### config.mk
export PLATFORM = sky130hd
export DESIGN_NAME = tnmg_scan
export DESIGN_NICKNAME = d
export VERILOG_FILES = /design/src/rtl/tnmg_pkg.sv /design/src/rtl/tnmg_scan.sv
export VERILOG_INCLUDE_DIRS = /design/src /design/src/rtl
export SDC_FILE = /design/constraint.sdc
export NUM_CORES = 2
export LEC_CHECK = 0
export ABC_AREA = 1
export BUFFER_PORTS_ARGS = -buffer_cell sky130_fd_sc_hd__buf_2
export CORE_UTILIZATION = 45
export DETAILED_ROUTE_END_ITERATION = 10
export HOLD_SLACK_MARGIN = 0.05
export PLACE_DENSITY = 0.59
export SYNTH_ARGS = -nofsm -noshare
export SYNTH_HDL_FRONTEND = slang
export SYNTH_SLANG_ARGS = --single-unit
### constraint.sdc
create_clock -name clk -period 19.6 [get_ports clk]
set_input_delay 1.96 -clock clk [delete_from_list [all_inputs] [get_ports clk]]
set_output_delay 1.96 -clock clk [all_outputs]
set_load 0.05 [all_outputs]
### src/rtl/typed_nearest_marker_match_gate_assert.svh
// Assertion macros shared by the match gate RTL
`ifndef TYPED_NEAREST_MARKER_MATCH_GATE_ASSERT_SVH
`define TYPED_NEAREST_MARKER_MATCH_GATE_ASSERT_SVH

// implication in the same cycle
`define TNMG_ASSERT_IMPL(lbl, ante, cons) \
  lbl: assert property (@(posedge clk) disable iff (rst) (ante) |-> (cons)) \
    else $error("match gate assertion failed");

// implication into the next cycle
`define TNMG_ASSERT_NEXT(lbl, ante, cons) \
  lbl: assert property (@(posedge clk) disable iff (rst) (ante) |=> (cons)) \
    else $error("match gate assertion failed");

`endif

### src/rtl/tnmg_pkg.sv
// Shared types and constants of the marker match gate
package tnmg_pkg;

  localparam int MAX_MARKERS = 64;

  localparam logic MODE_LOAD  = 1'b0;
  localparam logic MODE_QUERY = 1'b1;

  localparam logic [1:0] CFG_ENTRY_LIMIT   = 2'd0;
  localparam logic [1:0] CFG_SEARCH_RADIUS = 2'd1;
  localparam logic [1:0] CFG_GATE_XY       = 2'd2;
  localparam logic [1:0] CFG_GATE_THETA    = 2'd3;

  typedef struct packed {
    logic [7:0]  kind;
    logic [23:0] x;
    logic [23:0] y;
    logic [14:0] heading;
  } entry_t;

  typedef struct packed {
    logic       start;
    logic       step_valid;
    logic [5:0] step_index;
  } scan_ctl_t;

  typedef struct packed {
    logic        found;
    logic [5:0]  index;
    logic [23:0] x;
    logic [23:0] y;
    logic [14:0] heading;
    logic        gate;
  } result_t;

endpackage

### src/rtl/tnmg_scan.sv
// Distance, gate and best-match pipeline at the head of the ring
module tnmg_scan
  import tnmg_pkg::*;
(
  input  logic        clk,
  input  logic        rst,
  input  scan_ctl_t   ctl,
  input  entry_t      head,
  input  entry_t      query,
  input  logic [23:0] search_radius,
  input  logic [23:0] gate_xy,
  input  logic [14:0] gate_theta,
  output logic        busy,
  output result_t     result
);

  `include "typed_nearest_marker_match_gate_assert.svh"

  logic signed [24:0] dx;
  logic signed [24:0] dy;
  logic signed [15:0] dh;
  logic [23:0]        abs_x;
  logic [23:0]        abs_y;
  logic [14:0]        abs_h;

  logic        a_valid;
  logic [23:0] a_ax;
  logic [23:0] a_ay;
  logic [14:0] a_ah;
  logic [5:0]  a_index;
  entry_t      a_entry;

  logic        b_valid;
  logic [47:0] b_sqx;
  logic [47:0] b_sqy;
  logic        b_gate;
  logic [5:0]  b_index;
  entry_t      b_entry;

  logic [48:0] d2;
  logic [48:0] best;

  assign dx = $signed({head.x[23], head.x}) - $signed({query.x[23], query.x});
  assign dy = $signed({head.y[23], head.y}) - $signed({query.y[23], query.y});
  assign dh = $signed({head.heading[14], head.heading})
            - $signed({query.heading[14], query.heading});

  assign abs_x = dx[24] ? 24'(-dx) : 24'(dx);
  assign abs_y = dy[24] ? 24'(-dy) : 24'(dy);
  assign abs_h = dh[15] ? 15'(-dh) : 15'(dh);

  always_ff @(posedge clk) begin
    if (rst) begin
      a_valid <= 1'b0;
      b_valid <= 1'b0;
    end else begin
      a_valid <= ctl.step_valid && (head.kind == query.kind);
      b_valid <= a_valid;
    end
  end

  always_ff @(posedge clk) begin
    a_ax    <= abs_x;
    a_ay    <= abs_y;
    a_ah    <= abs_h;
    a_index <= ctl.step_index;
    a_entry <= head;
    b_sqx   <= 48'(a_ax) * 48'(a_ax);
    b_sqy   <= 48'(a_ay) * 48'(a_ay);
    b_gate  <= (a_ax < gate_xy) && (a_ay < gate_xy) && (a_ah < gate_theta);
    b_index <= a_index;
    b_entry <= a_entry;
  end

  assign d2 = 49'(b_sqx) + 49'(b_sqy);

  always_ff @(posedge clk) begin
    if (rst) begin
      result.found   <= 1'b0;
      result.gate    <= 1'b0;
    end else if (ctl.start) begin
      best           <= 49'(48'(search_radius) * 48'(search_radius));
      result.found   <= 1'b0;
      result.index   <= '0;
      result.x       <= '0;
      result.y       <= '0;
      result.heading <= '0;
      result.gate    <= 1'b0;
    end else if (b_valid && (d2 < best)) begin
      best           <= d2;
      result.found   <= 1'b1;
      result.index   <= b_index;
      result.x       <= b_entry.x;
      result.y       <= b_entry.y;
      result.heading <= b_entry.heading;
      result.gate    <= b_gate;
    end
  end

  assign busy = a_valid || b_valid;

  `TNMG_ASSERT_NEXT(a_start_clears, ctl.start, !result.found && !result.gate)
  `TNMG_ASSERT_NEXT(a_pipe_advance, a_valid, b_valid)
  `TNMG_ASSERT_IMPL(a_gate_needs_found, result.gate, result.found)

endmodule

### Word level (Yosys, flattened, before mapping)

Index checks and enable logic that the tools add are counted.

* add/subtract/negate cells: 7
* multipliers: 3
* divide/modulo/power cells: 0
* order comparisons: 4
* eq/ne operators: 1
* shift-type cells: 0
* multiplexer cells: 6
* bitwise gates (word level): 1
* reduce and logical (&&, ||, !) cells: 8

Operators with widths (count)
* $mul 24x24->48: 3
* $mux 70: 1
* $sub 24x24->25: 2
* $add 48x48->49: 1
* $lt 49x49->1: 1
* $mux 49: 1
* $lt 24x24->1: 2
* $mux 24: 2
* $mux 48: 1
* $neg 24->24: 2
* $sub 15x15->16: 1
* $lt 15x15->1: 1
* $mux 15: 1
* $neg 15->15: 1
* $eq 8x8->1: 1
* $logic_and 1x1->1: 4
* $reduce_and 2->1: 1
* $reduce_bool 2->1: 1
* $reduce_or 2->1: 1
* $logic_or 1x1->1: 1
* $not 1->1: 1

* flip-flop bits (word level): 420
* bits in latches: 0
* RAM bits: 0
* memory bits (read-only): 0
* input port bits: 215
* output and inout port bits: 72
* memories: 0

### Depth between registers and ports, before layout

* depth in word-level cells: 5
* depth in mapped cells: 31

### Worst setup path before layout

OpenSTA, ideal clock, no wires.

* path kind: register -> register
* start: reg b_sqx[18]
* end: reg best[0], enable pin
* library setup time: 0.635 ns
* data arrival time: 8.772 ns
* required time: 18.965 ns
* slack: 10.192 ns
* stages on the path, launching flop included: 20
* buffers on the path: 1
* path through: dfxtp_1 > ha_1 > nand2_1 > o21ai_0 > a21oi_1 > o21ai_0 > a21oi_1 > or2_2 > nand2_1 > nand2_1 > and2_1 > ha_1 > a21oi_1 > o21ai_0 > a21oi_1 > o21ai_0 > a21oi_1 > nand3_1 > clkbuf_1 > a21oi_1

* word-level cells in the longest chain between the ends: 5

Ends and longest elaborated chain
* start, declared: line tnmg_scan.sv:34 `logic [47:0] b_sqx;`
* start signal, assigned: line tnmg_scan.sv:68 `b_sqx <= 48'(a_ax) * 48'(a_ax);`
* $add 48x48->49: line tnmg_scan.sv:75 `assign d2 = 49'(b_sqx) + 49'(b_sqy);`
* $lt 49x49->1: line tnmg_scan.sv:89 `end else if (b_valid && (d2 < best)) begin`
* $logic_and 1x1->1: line tnmg_scan.sv:89
* $reduce_bool 2->1 (no line)
* $reduce_and 2->1 (no line)
* end signal, assigned: line tnmg_scan.sv:82 `best <= 49'(48'(search_radius) * 48'(search_radius));`
* end, declared: line tnmg_scan.sv:41 `logic [48:0] best;`

Every way passes these cells.
A chain may end at the register's enable or synchronous reset.

### Worst setup path after layout

* start: in search_radius[14]
* end: reg best[29] (data pin)

* word-level cells in the longest chain between the ends: 2

Ends and longest elaborated chain
* start, declared: line tnmg_scan.sv:10 `input logic [23:0] search_radius,`
* $mul 24x24->48: line tnmg_scan.sv:82
* $mux 48: line tnmg_scan.sv:81 `end else if (ctl.start) begin`

Every way passes these cells.

==> reports/metrics.cfg <==
[placed_design]
port-buffer-count = 286
detailedPlacementHpwl_um = 164800
postPlaceCellArea_um2 = 76290
finalWeightedCongestion = 0.9584

[synth]
synth_area_per_cell_um2 = 8.075
netlist.top_cell.by_area = fa_1
leading_cell_type_by_number_of_instances_after_synthesis = inv_1
synth_top_cells_by_area = fa_1 35%, inv_1 14%, ha_1 13%
netlist.area_leader.share = 0.3511
asyncSetResetFlopFracSynth = 0
number_of_synthesized_flops_with_an_enable_pin = 118
synth_cell_types = 59
synth_seq_cells = 418
yosysWarnings = 0
post_synth_most_frequent_cells = 2662 x inv_1, 1810 x nand2_1, 1271 x fa_1, 748 x ha_1, 471 x nor2_1
synth_instances = 8975
synth_top_flop_cell = dfxtp_1
synthesis.area_um2 = 72470
synth_sequential_area_ratio = 0.1318
total_nets_after_synthesis = 11210

[setup_path]
cpMostUsedCell = inv_1
worst-endpoint-arrival_ns = 8.79
path_buf_inv = 10
crit_slowest_cell = fa_1
launching_instance_or_port_of_the_critical_path = search_radius[14]
worst_path_dominant_cell_family = adder cells
worst_setup_path_start_kind = primary input
worstPathRequired_ns = 19.99
crit_type = primary input to flip-flop
cp_max_fo = 24
worstReg2RegStart = a_ay[20]
max_stage_delay_ns = 0.58
critical_path.endpoint_type = flip-flop

[clock_network]
clock_tree.htree_level_count = 2
cts_post_setup_buffers_inserted = 0
cts_hold_buffers_added = 0
clk-insertion-delay-late_ns = 0.64
cts_root_buffer = clkbuf_16
clock_path_buffers = 3
clkSinkCount = 418
postCtsResizedCells = 0
clkSlewWorstSetupHoldPaths_ns = 0.06
tritoncts_clock_tree = yes
cts_buffers = 48

[job]
max_cap_viol_count = 0

[die]
design.portCount = 287
die-area_um2 = 162700
horizontal_die_dimension_um = 403.3
placement_rows = 146
floorplan.die.height_um = 403.3
starting_density_of_the_core = 0.4555
core_area_um2 = 159100

[timing]
grt_setup_unrepaired = false
worstMarginPinSlew_ns = 1.047
fin_worst_hold_slack_ns = 0.3173
post-route-min-period_ns = 8.393
timing.final.max_slew_violations = 0
max_freq_ghz = 0.1191
maxSlewHeadroom = 0.3007
fin_crit_sh = 0.4282
clock-skew-final_ns = 0.02312
report.final.hold_viol_count = 0
tns_ns = 0
setup_viol_count_final = 0

[routing]
routed_wirelength_um = 195000
initialDrtViolationCount = 2995
vias = 55570
drcViolationCount = 0
drtPass1Iterations = 6
wire_per_inst_um = 17.16
antenna_violating_nets_post_route = 0
vias_per_cell = 4.889

[global_routing]
initial_antenna_violation_count = 19
grt_util_all_layers = 0.2468
grt_pass1_wl_um = 317500
via_count_of_the_first_global_routing_pass = 59650
globalRouteOverflowTotal = 0
maximum_number_of_pins_on_one_net_before_global_route_repair = 60

[final_layout]
finish.net_count = 11410
final_cell_area_um2 = 78030
layout_stage_area_growth_over_the_synthesis_result_pct = 7.674
finalCoreUtilization = 0.4904
layout-drive-gt1-share = 0.05435

[run_status]
run_status = complete, no violations

[hold_path]
hold_path_class = flip-flop to flip-flop
min_from = a_index[2]

area by class of cell:
cell class	count	area, µm²
Multi-Input combinational cell	5710	52240
Clock buffer	61	1406
Tap cell	2146	2685
Antenna cell	2	5.005
Sequential cell	418	9559
Timing Repair Buffer	334	1792
Fill cell	15730	81080
Inverter	2666	10010
Clock inverter	29	335.3
path summary, 6_finish.rpt:
| kind | depth (start not counted) | endpoint | slack (ns) |
|---|---|---|---|
| min | 0 | b_index[2] | 0.32 |
| max | 28 | best[29] | 11.21 |
| min reg2reg | 0 | b_index[2] | 0.32 |
| max reg2reg | 25 | b_sqy[40] | 12.54 |
per-layer routing:
metal,share of wire,track usage,up-vias,wire length [µm]
met4,0.032,0.07104,28,6173
li1,-,-,26880,-
met1,0.43,0.3156,27080,83670
met5,0.00085,0,-,166
met2,0.49,0.4337,1275,95700
met3,0.048,0.03319,304,9282
flip-flops by register name, summed over array words and instances, names as in the netlist:
name,count
result,71
b_gate,1
b_valid,1
a_index,6
a_valid,1
b_entry,63
best,49
a_ax,24
b_sqy,47
b_sqx,47
a_ay,24
a_entry,63
b_index,6
a_ah,15
cells by family (layout without fill, tap and decap cells):
kind of cell             after synthesis  in the layout  share of synthesized area
other                                  0              2                          0
AND/OR/NAND/NOR                     2675           2675                     0.1492
AO/OA/AOI/OAI                        760            760                    0.05967
XOR/XNOR                             256            256                    0.03140
adder cells (fa/ha/maj)             2019           2019                     0.4802
flip-flops                           418            418                     0.1318
buffers and inverters               2847           3090                     0.1477
cells in the final DEF (no fill, tap or decap), types with 6 or more instances in the layout:
cell type,n
inv_1,2662
nand2_1,1810
fa_1,1271
ha_1,748
nor2_1,471
a21oi_1,335
dfxtp_1,292
buf_2,286
o21ai_0,200
nand3_1,183
xor2_1,161
edfxtp_1,118
xnor2_1,92
a31oi_1,71
clkbuf_16,53
nand4_1,50
nor3_1,48
buf_4,48
o21bai_1,32
a21o_1,26
nand3b_1,24
o21a_1,22
nor4_1,20
or2_2,19
a21boi_0,15
nand2_2,14
and2_1,10
and3_1,9
clkinv_2,9
o21ai_1,8
a21oi_2,8
dfxtp_2,8
o221ai_1,7
nand3_2,7
o211ai_1,6
through the flow:
stage	setup WS, ns	instances
final	11.21	11370
after global routing	10.83	11370
after CTS	11.24	11360
after detailed placement	10.56	11270
after global placement	10.61	11270
after floorplan	10.19	8975
Power is left out: the tool's default activity adds up to more than one toggle a clock period on the data nets, which glitch-free logic cannot reach.
