==> src/rtl/typed_nearest_marker_match_gate_assert.svh <==
// Assertion macros shared by the match gate RTL
`ifndef TYPED_NEAREST_MARKER_MATCH_GATE_ASSERT_SVH
`define TYPED_NEAREST_MARKER_MATCH_GATE_ASSERT_SVH

// implication in the same cycle
`define TNMG_ASSERT_IMPL(lbl, ante, cons) \
  lbl: assert property (@(posedge clk) disable iff (rst) (ante) |-> (cons)) \
    else $error("match gate assertion failed");

// implication into the next cycle
`define TNMG_ASSERT_NEXT(lbl, ante, cons) \
  lbl: assert property (@(posedge clk) disable iff (rst) (ante) |=> (cons)) \
    else $error("match gate assertion failed");

`endif

==> src/rtl/tnmg_pkg.sv <==
// Shared types and constants of the marker match gate
package tnmg_pkg;

  localparam int MAX_MARKERS = 64;

  localparam logic MODE_LOAD  = 1'b0;
  localparam logic MODE_QUERY = 1'b1;

  localparam logic [1:0] CFG_ENTRY_LIMIT   = 2'd0;
  localparam logic [1:0] CFG_SEARCH_RADIUS = 2'd1;
  localparam logic [1:0] CFG_GATE_XY       = 2'd2;
  localparam logic [1:0] CFG_GATE_THETA    = 2'd3;

  typedef struct packed {
    logic [7:0]  kind;
    logic [23:0] x;
    logic [23:0] y;
    logic [14:0] heading;
  } entry_t;

  typedef struct packed {
    logic       start;
    logic       step_valid;
    logic [5:0] step_index;
  } scan_ctl_t;

  typedef struct packed {
    logic        found;
    logic [5:0]  index;
    logic [23:0] x;
    logic [23:0] y;
    logic [14:0] heading;
    logic        gate;
  } result_t;

endpackage

==> src/rtl/tnmg_cell.sv <==
// One table cell of the rotating marker ring
module tnmg_cell
  import tnmg_pkg::*;
(
  input  logic   clk,
  input  logic   load_en,
  input  entry_t load_entry,
  input  logic   shift_en,
  input  entry_t prev_entry,
  output entry_t entry
);

  always_ff @(posedge clk) begin
    if (load_en) begin
      entry <= load_entry;
    end else if (shift_en) begin
      entry <= prev_entry;
    end
  end

endmodule

==> config.mk <==
export PLATFORM = sky130hd
export DESIGN_NAME = tnmg_cell
export DESIGN_NICKNAME = d
export VERILOG_FILES = /design/src/rtl/typed_nearest_marker_match_gate_assert.svh /design/src/rtl/tnmg_pkg.sv /design/src/rtl/tnmg_cell.sv
export SDC_FILE = /design/constraint.sdc
export NUM_CORES = 1
export LEC_CHECK = 0
export ABC_AREA = 1
export BUFFER_PORTS_ARGS = -buffer_cell sky130_fd_sc_hd__buf_4
export CAP_MARGIN = 25
export CELL_PAD_IN_SITES_DETAIL_PLACEMENT = 0
export CELL_PAD_IN_SITES_GLOBAL_PLACEMENT = 2
export CORE_MARGIN = 2
export CORE_UTILIZATION = 22
export CTS_CLUSTER_DIAMETER = 60
export DETAILED_ROUTE_END_ITERATION = 10
export GPL_TIMING_DRIVEN = 0
export PLACE_DENSITY_LB_ADDON = 0.25
export SYNTH_ARGS = -nofsm -noshare
export SYNTH_HDL_FRONTEND = slang
export SYNTH_SLANG_ARGS = --single-unit
export TNS_END_PERCENT = 5
==> constraint.sdc <==
create_clock -name clk -period 2.6 [get_ports clk]
set_input_delay 0.52 -clock clk [delete_from_list [all_inputs] [get_ports clk]]
set_output_delay 0.52 -clock clk [all_outputs]
set_load 0.01 [all_outputs]
Word level (Yosys, flattened, before mapping)

Cells that the tools add are included.

Register bits after elaboration: 71
Latch bits: 0
RAM bits: 0
ROM bits: 0
Bits of input ports: 145
Output and inout port bits: 71
Logic and storage cells: 7
Memories kept: 0

Add/sub/neg operators: 0
Multipliers: 0
Divide/modulo/power cells: 0
$lt $le $gt $ge: 0
Eq/ne operators: 0
Shift-type cells: 0
Mux-type cells: 2
Bitwise gates (word level): 0
Reduce and logical (&&, ||, !) cells: 1

Operators with widths:

| operator           | count |
|---|---|
| 2-to-1 mux 71 bit  | 2 |
| nonzero test 2 bit | 1 |

Longest topological paths before layout

Gate-level depths: netlist of the first run.

Depth after elaboration: 2
Gate-level depth with buffers: 5
Mapped depth without buffers: 3

Least setup slack after synthesis of the first run

OpenSTA, ideal clock, no wires.

Path type: input-to-reg
Start point: input load_en
End point: register entry[0] (netlist bit) (enable)
Library setup time: 0.398 ns
Arrival: 1.598 ns
Required time: 2.202 ns
Path slack: 0.604 ns
Cell stages on the path: 2
Buffers on the path: 1
Cell sequence: buf_4 or2_2

Longest elaborated chain between the ends: 1

RTL lines:

| what                         | RTL line        | text |
|---|---|---|
| start, declared              | tnmg_cell.sv:6  | `input logic load_en,` |
| nonzero test 2 bit (no line) | n/a             |  |
| end signal, assigned         | tnmg_cell.sv:15 | `entry <= load_entry;` |
| end signal, assigned         | tnmg_cell.sv:17 | `entry <= prev_entry;` |
| end, declared                | tnmg_cell.sv:10 | `output entry_t entry` |

No other way between the ends.
A chain may end at the register's enable or synchronous reset.

Worst setup path in the final report of the first run

Start point: register entry[15] (netlist bit)
End point: output entry[15] (netlist bit)

No word-level cell between the ends.

==> summary.txt, run 1 <==
Status
  • Status: finished, final reports clean

Routing
  • Via Count: 2787
  • # DRC: 0
  • First-pass DRT Iterations: 4
  • Routed vias/inst: 3.93
  • Routed WL per cell: 13.3 µm
  • 1st-iter DRT viols: 82
  • Drt total wl: 9410 µm
  • DRT antenna net count: 0

Synth
  • Flops & latches, synth: 71
  • Post-synthesis sequential area ratio: 0.694
  • Syn Inst Count: 301
  • Average size of a mapped cell: 10.2 µm²
  • Library cells used by synthesis: 7
  • Ys Warns: 0
  • Syn_nets: 446
  • Area of the mapped netlist: 3070 µm²

Min path
  • Hold/Removal Path Class: in2reg

Clocking
  • Post-CTS Repair Setup Buffers: 0
  • Number of hold buffers added after cts: 0
  • H-tree levels: 3
  • CTS tree: done
  • Cells resized by post-CTS repair: 0
  • CTS root buffer: clkbuf_16
  • CTS Buffer Depth: 2
  • Total CTS buffers: 9
  • # clock sinks: 71
  • Reg clk slew, reported paths: 0.06 ns

Setup path
  • CP delay by family, top: flip-flops
  • WP data required: 2.08 ns
  • Crit path launch type: flip-flop
  • Critical Path End Type: primary output
  • CP peak stage delay: 0.37 ns
  • Worst-path maximum fanout: 1
  • Crit Path Class: reg2out
  • Crit-path slowest cell: edfxtp_1
  • CP Cell Sequence: buf_4
  • Worst Path Arrival: 0.86 ns
  • CP bufs+invs: 1

Floorplan
  • Initial Utilization: 0.223
  • Die area: 14900 µm²
  • Cell row count: 43
  • Die Ht: 122 µm
  • Die W: 122 µm
  • Core area: 13800 µm²
  • Io pins: 216

Place
  • Gp weighted congestion: 0.687
  • Port Buffers: 214
  • DP HPWL: 7080 µm

Final layout
  • Max reg flops: 71
  • Area Growth Syn to Fin: 68.9%
  • # diodes: 0
  • Commonest non-fill, non-tap cell in the layout: buf_4
  • Share of layout cells above drive strength 1: 0.460
  • Biggest regs: entry (71)
  • Register with the most flip-flops: entry
  • Filler instances: 1456
  • Area of the multi-input gates: 808 µm²
  • # nets final: 672
  • Sequential cell area: 2130 µm²
  • Most frequent cells in the layout: buf_4 (216), nand2_1 (213), edfxtp_1 (71)

Job
  • Max-capacitance violation count: 0

Global route
  • Number of antenna violations at the first check in global routing: 0
  • First-pass GRT wire length: 13700 µm
  • Overall Global Routing Usage: 0.123
  • Total gr overflow: 0
  • Number of global-route vias before repair: 2738
  • Largest net degree at the start of global routing: 58

Timing
  • RSZ-0062 raised after global routing: false
  • Slew Viols, Final: 0
  • Setup TNS: 0 ns
  • Relative slew slack: 0.800
  • Hold Fails Final Rpt: 0
  • Period utilization: 0.532
  • Min Tclk post-route: 1.38 ns
  • Fmax: 0.723 GHz
  • Worst-margin pin slew: 0.300 ns
  • Final setup fails: 0

Pwr
  • Pwr dens: 599 nW/µm²
  • Final Power: 3.11 mW
  • Leak: 2.61 nW
  • Peak VDD IR: 0.000245 V
==> stage by stage <==
step / cells / instance area, µm² / utilization / worst slack, ns / hold WS [ns]
after floorplan: 301 / 3070 / - / 0.604 / 0.699
after global placement: 695 / 4900 / 0.356 / 0.0246 / 0.783
after detailed placement: 696 / 4930 / 0.358 / 0.847 / 0.788
after CTS: 710 / 5190 / 0.377 / 1.19 / 0.436
after global routing: 710 / 5190 / 0.377 / 1.17 / 0.438
final: 710 / 5190 / 0.377 / 1.22 / 0.449
==> Yosys cell counts (all sizes together) <==
| cell type | instances | share of area |
|---|---|---|
| buf | 15 | 0.040 |
| edfxtp | 71 | 0.69 |
| inv | 1 | 0.0029 |
| nand2 | 213 | 0.26 |
| or2 | 1 | 0.0020 |
==> worst paths after layout <==
kind                       start  slack, ns   endpoint  cells after the start
setup / recovery       entry[15]       1.22  entry[15]                      1
hold / removal    prev_entry[17]       0.45  entry[17]                      3
==> cells by family after synthesis <==
kind of cell | after synthesis | synth area share
AND/OR/NAND/NOR | 214 | 0.262
flip-flops | 71 | 0.694
buffers and inverters | 16 | 0.0432
==> power breakdown <==
part,total [mW],switching [mW],internal [mW]
sequential,1.44,0.0353,1.41
clock,1.07,0.443,0.631
combinational,0.589,0.253,0.336
total,3.11,0.731,2.37
==> tightest hold or removal path, stage by stage <==
cell	delay (ns)
buf_4	0.08
nand2_1	0.04
nand2_1	0.04
==> layout make-up <==
type / count / share of cell area
Tap cell: 180 / 0.0434
Multi-Input combinational cell: 214 / 0.156
Clock buffer: 10 / 0.0441
Sequential cell: 71 / 0.411
Timing Repair Buffer: 215 / 0.315
Buffer: 15 / 0.0239
Clock inverter: 4 / 0.00483
Inverter: 1 / 0.00169
==> per-layer routing <==
layer  track usage  routed length (µm)  vias up
met5             0                   0        -
met4        0.0496                 159        0
met3        0.0473                 872        9
met2         0.206                4630      118
met1         0.142                3750     1240
li1              -                   -     1420
No activity file was read; power rests on OpenSTA's default activity.
==> inputs of run 2 (changes only) <==
- CORE_UTILIZATION: 22 -> 20
- clock period: 2.6 -> 1.2 ns (I/O delays scaled with it)
==> run 2 against run 1 <==
  * Combinational power increased by 120%
  * Wire length increased by 4.3%
  * First-iteration DRC count increased by 35%
  * Global-route usage decreased by 0.21 points
  * Cell area about the same
==> summary.txt, run 2 (synthesis gave the netlist of run 1 again) <==
Timing
  • Min Tclk post-route: 1.10 ns
  • Worst hold slack: 0.168 ns
  • RSZ-0062 raised after global routing: false
  • Slew Viols, Final: 0
  • Worst-margin pin slew: 0.594 ns
  • Fmax: 0.907 GHz
  • Relative slew slack: 0.604
  • Setup TNS: 0 ns
  • Hold Fails Final Rpt: 0
  • Period utilization: 0.919
  • Final setup fails: 0

Routing
  • Routed WL per cell: 13.7 µm
  • Drt total wl: 9820 µm
  • DRT antenna net count: 0
  • # DRC: 0
  • Routed vias/inst: 3.88
  • 1st-iter DRT viols: 111
  • First-pass DRT Iterations: 4
  • Via Count: 2788

Clocking
  • # clock sinks: 71
  • CTS tree: done
  • H-tree levels: 3
  • Reg clk slew, reported paths: 0.06 ns
  • Number of hold buffers added after cts: 0
  • CTS root buffer: clkbuf_16
  • CTS Buffer Depth: 2
  • Total CTS buffers: 9
  • Post-CTS Repair Setup Buffers: 0

Final layout
  • Commonest non-fill, non-tap cell in the layout: buf_4
  • # diodes: 0
  • Biggest regs: entry (71)
  • Area Growth Syn to Fin: 68.7%
  • # nets final: 672
  • Share of layout cells above drive strength 1: 0.457
  • Layout Utilization: 0.343
  • Most frequent cells in the layout: buf_4 (215), nand2_1 (213), edfxtp_1 (71)
  • Max reg flops: 71
  • Register with the most flip-flops: entry

Floorplan
  • Die Ht: 128 µm
  • Cell row count: 45
  • Core area: 15100 µm²
  • Die W: 128 µm
  • Io pins: 216
  • Die area: 16400 µm²
  • Initial Utilization: 0.203

Job
  • Max-capacitance violation count: 0

Setup path
  • Worst Path Arrival: 0.86 ns
  • CP Cell Sequence: buf_4
  • Worst-path maximum fanout: 1
  • Crit-path slowest cell: edfxtp_1
  • WP data required: 0.96 ns
  • CP bufs+invs: 1
  • Crit path launch type: flip-flop
  • Critical Path Start: entry[45]
  • Crit Path Class: reg2out
  • CP delay by family, top: flip-flops
  • Critical Path End Type: primary output
  • CP peak stage delay: 0.38 ns

Pwr
  • Peak VDD IR: 0.000495 V
  • Pwr dens: 1300 nW/µm²
  • Leak: 2.60 nW

Place
  • Gp weighted congestion: 0.707
  • DP HPWL: 7080 µm
  • Port Buffers: 214

Global route
  • First-pass GRT wire length: 14900 µm
  • Number of global-route vias before repair: 2919
  • Number of antenna violations at the first check in global routing: 0
  • Overall Global Routing Usage: 0.121
  • Total gr overflow: 0
  • Largest net degree at the start of global routing: 37

Min path
  • Hold path startpoint: prev_entry[4]
  • Hold/Removal Path Class: in2reg
  • Hold Path Sink: entry[4]
  • Hold depth: 3

Status
  • Status: finished, final reports clean
==> run 2: cell count changes in the layout (fill, tap and decap cells not counted) <==
cell	change
clkinv_1	+1
buf_12	+1
or2_4	+1
buf_16	-1
clkinvlp_4	-1
clkinv_4	-1
buf_4	-1
clkbuf_1	+1
==> run 2: worst max path at each step <==
stage / end / slack (ns) / cells past startpoint
3_3_place_gp: entry[40] / -0.46 / 2
5_1_grt: entry[7] / 0.05 / 1
4_1_cts: entry[59] / 0.02 / 2
6_report: entry[45] / 0.1 / 1
2_1_floorplan: entry[0] / -0.11 / 2
3_5_place_dp: entry[30] / -0.49 / 2
==> run 2: per-layer routing <==
metal	wire, µm	track usage
met1	4120	0.143
met3	1060	0.0513
met2	4460	0.191
met4	188	0.0556
met5	0	0
==> run 2: metrics by stage <==
step	setup slack, ns	instances	total power, mW	instance area (µm²)
3_3_place_gp	-0.464	703	4.48	4930
6_report	0.0971	718	6.75	5180
5_1_grt	0.0509	718	7.10	5180
2_1_floorplan	-0.105	301	3.61	3090
3_5_place_dp	-0.485	703	4.49	4930
4_1_cts	0.0183	718	6.90	5180
==> run 2: repair_timing <==
item / 4_1_cts / 5_1_grt
pin swaps: 1 / 0
resized for setup: 0 / 1
setup endpoints to repair: 71 / 35
cloned: 1 / 0
==> run 2: layout make-up <==
| type | instances | area, µm² |
|---|---|---|
| buffer | 15 | 136 |
| clock buffer | 11 | 233 |
| clock inverter | 3 | 12.5 |
| fill | 1594 | 9910 |
| inverter | 1 | 8.76 |
| multi-input combinational | 215 | 817 |
| sequential | 71 | 2130 |
| tap | 188 | 235 |
| timing repair buffer | 214 | 1610 |
==> run 2: power by group <==
part	switching (mW)	total (mW)	internal, mW
Clock	0.986	2.35	1.36
Sequential	0.0701	3.12	3.05
Combinational	0.557	1.28	0.726
Total	1.61	6.75	5.14
==> run 2: tightest hold or removal path, stage by stage <==
cell and delay [ns]:
buf_4 0.08, nand2_1 0.04, nand2_1 0.04
